<file path="src/design/vmt_mul.sv">
// two-stage unsigned multiplier, second operand split into halves
`timescale 1ns / 1ps
`default_nettype none
module vmt_mul #(
  parameter int AW = 33,
  parameter int BW = 33
) (
  input  wire logic             clk,
  input  wire logic             en,
  input  wire logic [AW-1:0]    a,
  input  wire logic [BW-1:0]    b,
  output logic      [AW+BW-1:0] p
);

  localparam int BL = (BW + 1) / 2;
  localparam int BH = BW - BL;

  logic [AW+BL-1:0] p_lo;
  logic [AW+BH-1:0] p_hi;

  always_ff @(posedge clk) begin
    if (en) begin
      p_lo <= a * b[BL-1:0];
      p_hi <= a * b[BW-1:BL];
      p    <= (AW+BW)'(p_lo) + ((AW+BW)'(p_hi) << BL);
    end
  end

endmodule
`default_nettype wire

</file>
<file path="config.mk">
export PLATFORM = sky130hd
export DESIGN_NAME = vmt_mul
export DESIGN_NICKNAME = d
export VERILOG_FILES = /design/src/design/vmt_mul.sv
export SDC_FILE = /design/constraint.sdc
export NUM_CORES = 2
export LEC_CHECK = 0
export BUFFER_PORTS_ARGS = -buffer_cell sky130_fd_sc_hd__buf_2
export CORE_ASPECT_RATIO = 1.4
export CORE_MARGIN = 2
export CORE_UTILIZATION = 64
export DETAILED_ROUTE_END_ITERATION = 10
export GPL_TIMING_DRIVEN = 0
export PLACE_DENSITY = 0.9
export SLEW_MARGIN = 20
export SYNTH_ARGS = -nofsm -noshare
export SYNTH_HDL_FRONTEND = slang
export SYNTH_SLANG_ARGS = --single-unit
</file>
<file path="constraint.sdc">
create_clock -name clk -period 18.2 [get_ports clk]
set_clock_uncertainty 0.15 [all_clocks]
set_input_delay 2.73 -clock clk [delete_from_list [all_inputs] [get_ports clk]]
set_output_delay 2.73 -clock clk [all_outputs]
set_load 0.01 [all_outputs]
</file>
==> metrics.log <==
INFO  metric grt_pass1_wl = 202000 um
INFO  metric cts_buffer_depth = 2
INFO  metric portBuffers = 133
INFO  metric asyncSetResetFlopFracSynth = 0%
INFO  metric drc = 0
INFO  metric die_area = 0.0669 mm^2
INFO  metric synth_top_area_share = 43.3%
INFO  metric wl_per_cell = 23.9 um
INFO  metric die-height = 305 um
INFO  metric clock_tree.root_cell = clkbuf_16
INFO  metric drtAntennaViolNets = 0
INFO  metric first_pass_iters = 6
INFO  metric stdcell_count = approximately 5500
INFO  metric die_width = 219 um
INFO  metric netlist_instances = 4463
INFO  metric syn_to_final_growth = 5.77%
INFO  metric synth_cell_types = 84
INFO  metric critical_path.max_stage_delay = 0.87 ns
INFO  metric global_route.usage.total = 41.5%
INFO  metric finalHoldViolCount = 0
INFO  metric post-synth-top-count-cell = inv_1
INFO  metric syn_std_cell_area = approximately 0.042 mm^2
INFO  metric gr-max-usage-layer = met2
INFO  metric cpMostUsedCell = fa_1
INFO  metric initial_core_util = 64.6%
INFO  metric grt_overflow_total = 0
INFO  metric clock_latency = 0.48 ns
INFO  metric ios = approximately 130
INFO  metric synth_top_cells_by_count = inv_1 (1012), fa_1 (897), nand2_1 (731)
INFO  metric routed-via-count = 32900
INFO  metric synth.net_count = 5706
INFO  metric dp.cells = 5437
INFO  metric met2_usage = 64.9%
INFO  metric crit_family = adder cells
INFO  metric grt_max_degree = 106
INFO  metric path_clk_slew = 0.07 ns
INFO  metric core_area = 0.0643 mm^2
INFO  metric slew-limit-headroom = a little under a quarter
INFO  metric cts_tree = done
INFO  metric globalRouteMet3Util = 11.2%
INFO  metric run_status = complete, no violations
INFO  metric totalWireLength = roughly 130000 um
INFO  metric first_global_vias = approximately 36000
INFO  metric max_freq = 97.4 MHz
INFO  metric postCtsSetupRepairBufs = 0
INFO  metric synth-seq-cells = 165
INFO  metric clock_sinks = approximately 170
INFO  metric gpl.final_weighted_congestion = 1.08
INFO  metric critPathLaunchType = input pin
INFO  metric crit_path_cell_trace = buf_2, clkbuf_1, nand2_1, fa_1, inv_1, fa_1, fa_1, fa_1, fa_1, inv_1, fa_1, inv_1, ha_1, clkbuf_1, nand2_1, o21ai_1, a221o_1, a21oi_2, o31ai_4, a41oi_1, o21ai_0, a311oi_1, xnor2_1
INFO  metric rows = 110
INFO  metric postSynth.topFlopCell = edfxtp_1
INFO  metric grtUsageMet1 = between 40% and 50%
INFO  metric drtIter0Drc = 3162
INFO  metric avgSynthCellArea = between 9 and 10 um^2
INFO  metric post_cts_resize_count = 0
INFO  metric timing.setup.tns = 0 ns
INFO  metric synthesis.yosys.warnings = 0
INFO  metric worst-path-max-fanout = 10
INFO  metric ctsHoldBuffers = 0
INFO  metric synth_sequential_area_ratio = 11.9%
INFO  metric synth-edff-count = 165
INFO  metric cts_inserted_buffers = 17
INFO  metric critical_path_buf_inv_count = 6
INFO  metric post-route-min-period = 10.27 ns
INFO  metric tightest_slew = between 1 and 1.5 ns
INFO  metric period_share = 56.4%
INFO  metric timing_worst_setup_path_type = in -> reg
INFO  metric yosys-top-cells-area = fa_1 (43%), edfxtp_1 (12%), inv_1 (9.2%), ha_1 (8.4%), nand2_1 (6.6%)
INFO  metric finalMaxSlewViolations = 0
INFO  metric critPathRequiredTime = roughly 18 ns
INFO  metric cap_violations = 0
INFO  metric layout-drive-gt1-share = 4.62%
INFO  metric design.final.nets = 5859
INFO  metric setup.worst_path.end_class = flip-flop
INFO  metric timing.hold.worst.class = reg -> reg
INFO  metric netlist.top_cell.by_area = fa_1
INFO  metric htree_levels = 4
INFO  metric rsz_0062_raised_after_global_routing = false
INFO  metric final_hpwl_from_detailed_placement = 106000 um
INFO  metric grt_antenna_before_repair = 11
INFO  metric cp_slowest_cell = clkbuf_1
INFO  metric drt-vias-per-instance = 6.00
INFO  metric crit_arrival = 10.28 ns
INFO  metric timing.final.setup_violations = 0
==> per-layer routing <==
metal	part of all wire, %	up-vias
met4	13	10
met3	11	802
met5	0.056	-
li1	-	13600
met2	46	2140
met1	31	16300
==> area by class of cell <==
type / count / area (um^2)
flip-flops and latches: 165 / 4950
inverters: 1012 / 3800
plain buffers: 226 / 856
well taps: 840 / 1050
repair buffers: 134 / 703
multi-input cells: 3060 / 31900
fillers: 4792 / 20400
clock inverters: 14 / 186
diodes: 9 / 22.5
clock buffers: 18 / 429
==> layout by cell type, fill, tap and decap left out, types with 15 or more instances in the layout <==
cell type,n
nor2b_1,15
nand4_1,19
xnor2_1,78
a21o_1,73
clkbuf_16,17
nor2_1,68
and3_1,19
o21ai_0,52
inv_1,1012
buf_2,135
fa_1,897
a21oi_1,118
and2_1,435
nand3_1,20
nand2b_1,17
edfxtp_1,165
clkbuf_1,220
nand2_1,731
xor2_1,51
o21bai_1,25
ha_1,278
nor3_1,16
==> worst reg2reg max path, cell delays in order (launching register included) <==
cell,delay (ns)
edfxtp_1,0.42
ha_1,0.31
a21o_1,0.16
a21oi_1,0.21
nand2b_1,0.18
a21oi_1,0.21
a211oi_1,0.67
o21ai_0,0.29
a211oi_1,0.61
o41ai_1,0.14
a21oi_1,0.20
xnor2_1,0.09
==> cell families after synthesis <==
kind of cell	count (synthesis)	share of synthesized area, %
compound gates	383	6.49
xor+xnor	129	2.72
fa+ha+maj	1175	51.6
buf+inv	1238	11.2
flops	165	11.9
mux	2	0.0633
simple gates	1371	15.9
==> final timing paths <==
check	from	slack [ns]	depth (start not counted)	endpoint
setup reg to reg	p_lo[18]$_DFFE_PP_	14.30	11	p[46]$_DFFE_PP_
setup / recovery	a[6]	7.93	23	p_lo[35]$_DFFE_PP_
hold / removal	p_lo[16]$_DFFE_PP_	0.28	0	p[16]$_DFFE_PP_
hold reg to reg	p_lo[16]$_DFFE_PP_	0.28	0	p[16]$_DFFE_PP_
==> sequential cells by signal (all words and copies together), names as in the netlist <==
register / count
p: 66
p_lo: 50
p_hi: 49
==> metrics by stage <==
| step | hold WS, ns | utilization (%) | cell area (um^2) | setup WS [ns] |
|---|---|---|---|---|
| after floorplan | 0.250 | - | 41500 | 9.28 |
| after global placement | 0.253 | 67.2 | 43200 | 7.88 |
| after detailed placement | 0.257 | 67.3 | 43300 | 7.85 |
| after CTS | 0.274 | 68.3 | 43900 | 8.34 |
| after global routing | 0.281 | 68.3 | 43900 | 7.85 |
| final | 0.282 | 68.3 | 43900 | 7.93 |
Power is not shown: default switching activity piles up to over one toggle a cycle in this logic, so the estimate is an artifact.
