$ cat src/design/vmt_sqrt.sv
// pipelined integer square root, one root bit per stage
`timescale 1ns / 1ps
`default_nettype none
module vmt_sqrt #(
  parameter int RW = 33
) (
  input  wire logic            clk,
  input  wire logic            en,
  input  wire logic [2*RW-1:0] x,
  output logic      [RW-1:0]   root
);

  logic [RW+1:0] rem_q  [RW];
  logic [RW-1:0] root_q [RW];
  logic [2*RW-1:0] xs_q [RW];

  for (genvar k = 0; k < RW; k++) begin : g_stage
    logic [RW+1:0]   rem_p;
    logic [RW-1:0]   root_p;
    logic [2*RW-1:0] xs_p;
    logic [RW+1:0]   cur;
    logic [RW+1:0]   trial;

    if (k == 0) begin : g_first
      assign rem_p  = '0;
      assign root_p = '0;
      assign xs_p   = x;
    end else begin : g_rest
      assign rem_p  = rem_q[k-1];
      assign root_p = root_q[k-1];
      assign xs_p   = xs_q[k-1];
    end

    // earlier remainder stays below 2^RW, so its top two bits are zero
    assign cur   = {rem_p[RW-1:0], xs_p[2*RW-1 -: 2]};
    assign trial = {root_p, 2'b01};

    always_ff @(posedge clk) begin
      if (en) begin
        xs_q[k] <= xs_p << 2;
        if (cur >= trial) begin
          rem_q[k]  <= cur - trial;
          root_q[k] <= {root_p[RW-2:0], 1'b1};
        end else begin
          rem_q[k]  <= cur;
          root_q[k] <= {root_p[RW-2:0], 1'b0};
        end
      end
    end
  end

  assign root = root_q[RW-1];

endmodule
`default_nettype wire

$ cat config.mk
export PLATFORM = sky130hd
export DESIGN_NAME = vmt_sqrt
export DESIGN_NICKNAME = d
export VERILOG_FILES = /design/src/design/vmt_sqrt.sv
export SDC_FILE = /design/constraint.sdc
export NUM_CORES = 2
export LEC_CHECK = 0
export BUFFER_PORTS_ARGS = -buffer_cell sky130_fd_sc_hd__buf_4
export CORE_ASPECT_RATIO = 0.8
export CORE_MARGIN = 2
export CORE_UTILIZATION = 50
export CTS_CLUSTER_DIAMETER = 150
export CTS_CLUSTER_SIZE = 20
export DETAILED_ROUTE_END_ITERATION = 6
export GPL_TIMING_DRIVEN = 0
export HOLD_SLACK_MARGIN = 0.15
export PLACE_DENSITY_LB_ADDON = 0.2
export SYNTH_ARGS = -nofsm -noshare
export SYNTH_HDL_FRONTEND = slang
export SYNTH_MEMORY_MAX_BITS = 65536
export SYNTH_SLANG_ARGS = --single-unit
export TNS_END_PERCENT = 30
$ cat constraint.sdc
create_clock -name clk -period 5.6 [get_ports clk]
set_clock_uncertainty 0.1 [all_clocks]
set_input_delay 0.84 -clock clk [delete_from_list [all_inputs] [get_ports clk]]
set_output_delay 0.84 -clock clk [all_outputs]
set_load 0.05 [all_outputs]
==> results.py <==
metrics = {
    "critical_path": {
        "setup.worst_path.end_class": "flop",
        "crit_fanout": 109,
        "cp.required_ns": 6.12,
        "r2r_start": "rem_q[27][1]",
        "cp_data_arrival_time_ns": 5.80,
        "worst_setup_path_start_kind": "input pin",
        "path_class": "input pin to flop",
        "crit_path_start": "en",
    },
    "timing": {
        "setup_viol": 0,
        "hold_vio_cnt_final": 0,
        "setup_total_negative_slack_ns": 0,
        "max_clock_freq_mhz": 189,
        "rsz0062_at_grt": "false",
        "timing.slew.headroom": 0.107,
        "maxSlewViolCount": 0,
        "timing.final.crit_share": 0.944,
        "fin_worst_hold_slack_ns": 0.294,
        "fin_crit_ns": 5.29,
        "worst-slew-pin-transition_ns": 1.33,
    },
    "finish": {
        "layout.cells.most_common": "edfxtp_1",
        "filler_cell_count": 20100,
        "seqCellArea_mm2": 0.0788,
        "mostFrequentLayoutCells": "2623 x edfxtp_1, 763 x inv_1, 672 x nand2_1, 596 x ha_1, 574 x a21oi_1",
        "stdcell_count": 13000,
        "drive_above_1_share": 0.0533,
        "post-route-util": 0.544,
        "postLayoutCellArea_mm2": 0.132,
        "area_growth_syn_to_layout_pct": 8.53,
        "multiInputGateArea_mm2": 0.0393,
        "nNetsFinal": 10500,
    },
    "placement": {
        "dp.final_hpwl_mm": 186,
        "dp_cells": 12800,
        "postPlaceCellArea_mm2": 0.127,
        "placement.io_buffers": 100,
        "gp_congestion": 0.931,
    },
    "cts": {
        "clock_tree.buffer_depth": 4,
        "cts_inserted_buffers": 157,
        "clk_latency_ns": 0.87,
        "clk_transition_reported_paths_ns": 0.08,
        "cts_sinks": 2624,
        "clock_tree.root_cell": "clkbuf_16",
        "cts_max_level": 4,
        "tritoncts": "yes",
    },
    "synth": {
        "synthCells": 9436,
        "cell_area_synth_mm2": 0.122,
        "synth_enable_flop_cells": 2623,
        "synth_top_flop_cell": "edfxtp_1",
        "synth_top_area_cell": "edfxtp_1",
        "synth_area_per_cell_um2": 12.9,
        "yosys_warnings": 0,
        "synth.yosys.seq_area_share": 0.647,
        "synth_top_cells_by_area": "edfxtp_1 65%, ha_1 6.1%, xor2_1 3.1%, xnor2_1 2.9%, a21oi_1 2.4%",
        "postSynthRegisterBits": 2624,
        "top_cell_type_s_share_of_synthesized_area": 0.647,
        "ys_types": 92,
        "postSynth.asyncResetShare": 0,
        "synthesis.nets": 10100,
    },
    "floorplanning": {
        "floorplan.initialDensity": 0.501,
        "row_count": 162,
        "die_h_um": 445,
        "area_of_the_placeable_core_mm2": 0.243,
        "floorplan.io_pins": 101,
        "dieWidth_um": 556,
        "dieArea_mm2": 0.247,
    },
    "route": {
        "detailroute.via_count": 73300,
        "routed_wl_mm": 251,
        "ant_nets": 0,
        "drt_pass1_iterations": 6,
        "routed_via_density": 5.63,
        "detailedRoute.firstIterationViolations": 7246,
        "drcViolationCount": 0,
        "route.detailed.wl_per_inst_um": 19.3,
    },
    "global_routing": {
        "groute.usage.overall": 0.200,
        "first_global_vias": 69600,
        "antenna_found_initial": 9,
        "first_pass_grt_wire_length_mm": 392,
        "pin_count_of_the_biggest_net_entering_global_routing": 132,
        "grt_remaining_overflow": 0,
    },
    "pwr": {
        "leakage_nw": 50.1,
        "peakVddDrop_mv": 0.233,
        "powerDensity_mw_per_mm2": 371,
    },
    "hold_path": {
        "hold_path.startpoint": "x[64]",
        "path_category_of_the_worst_min_delay_check": "input pin to flop",
    },
    "run_status": {
        "run_status": "complete, no violations",
    },
    "flow_run": {
        "max-cap-violations": 0,
    },
}
[sequential cells by signal (all words and copies together), names as in the netlist]
signal	cells
xs_q	1056
rem_q	1007
root_q	561
[power by group]
part | total (W) | internal, W | switching [W]
Clock | 0.0111 | 0.00508 | 0.00605
Combinational | 0.0116 | 0.00481 | 0.00680
Sequential | 0.0263 | 0.0248 | 0.00155
Total | 0.0491 | 0.0347 | 0.0144
[cell usage after synthesis, types with 108 or more instances]
cell / count
edfxtp_1: 2623
inv_1: 764
nand2_1: 672
ha_1: 596
a21oi_1: 574
o21ai_0: 570
nor2_1: 533
xor2_1: 425
xnor2_1: 407
a21o_1: 245
nor3_1: 236
clkbuf_1: 182
nand3_1: 150
nand2b_1: 130
nor4_1: 118
or3_1: 108
[kinds of logic (layout without fill, tap and decap cells)]
| family | count (synthesis) | in the layout | share of synthesized area |
|---|---|---|---|
| compound gates | 1912 | 1912 | 0.0963 |
| xor+xnor | 832 | 832 | 0.0598 |
| fa+ha+maj | 596 | 596 | 0.0612 |
| buf+inv | 975 | 1353 | 0.0302 |
| flops | 2624 | 2624 | 0.647 |
| mux | 85 | 85 | 0.00775 |
| other cells | 0 | 1 | 0 |
| simple gates | 2412 | 2412 | 0.0976 |
[critical path: stages]
cell and delay, ns:
buf_8 0.38, buf_16 0.43, buf_16 0.34, clkinvlp_4 0.12, buf_4 0.18, clkbuf_2 0.37, buf_16 0.29, clkbuf_2 0.23
nor4b_1 0.68, nand2_1 0.10, a31oi_1 0.27, clkbuf_1 0.48, clkbuf_1 0.52, nand2_1 0.15, o21ai_0 0.19
[area by class of cell]
class / instances / area share
sequential: 2624 / 0.596
multi-input combinational: 5837 / 0.297
tap: 3198 / 0.0303
clock buffer: 167 / 0.0302
inverter: 768 / 0.0219
timing repair buffer: 206 / 0.0171
buffer: 206 / 0.00634
clock inverter: 6 / 0.000511
antenna: 1 / 0.0000189
[layer usage]
layer,share of wire,track usage,wire [um]
met5,0.000028,0,7
met4,0.017,0.0387,4270
met3,0.059,0.0294,14800
met2,0.44,0.304,111000
met1,0.48,0.306,121000
[repair_timing]
| item | 4_1_cts | 5_1_grt |
|---|---|---|
| setup buffers | 0 | 4 |
| setup endpoints to repair | 275 | 129 |
| hold buffers | 65 | 0 |
| endpoints found under the hold margin | 65 | 0 |
| gates cloned | 0 | 1 |
| gates resized for setup | 4 | 1 |
[metrics by stage]
step | power (W) | worst slack [ns]
finish | 0.0491 | 0.313
global route | 0.0518 | 0.0130
detailed placement | 0.0382 | -1.37
CTS | 0.0495 | -0.0928
floorplan | 0.0348 | 1.79
global placement | 0.0381 | -13.92
[worst paths after layout]
kind,endpoint,slack (ns),depth (start not counted)
setup / recovery,rem_q[21][5],0.31,15
hold / removal,rem_q[0][0],0.29,3
setup reg to reg,rem_q[28][18],0.35,12
hold reg to reg,xs_q[0][1131],0.30,0
Note: power is estimated with default switching activity, not from simulation.
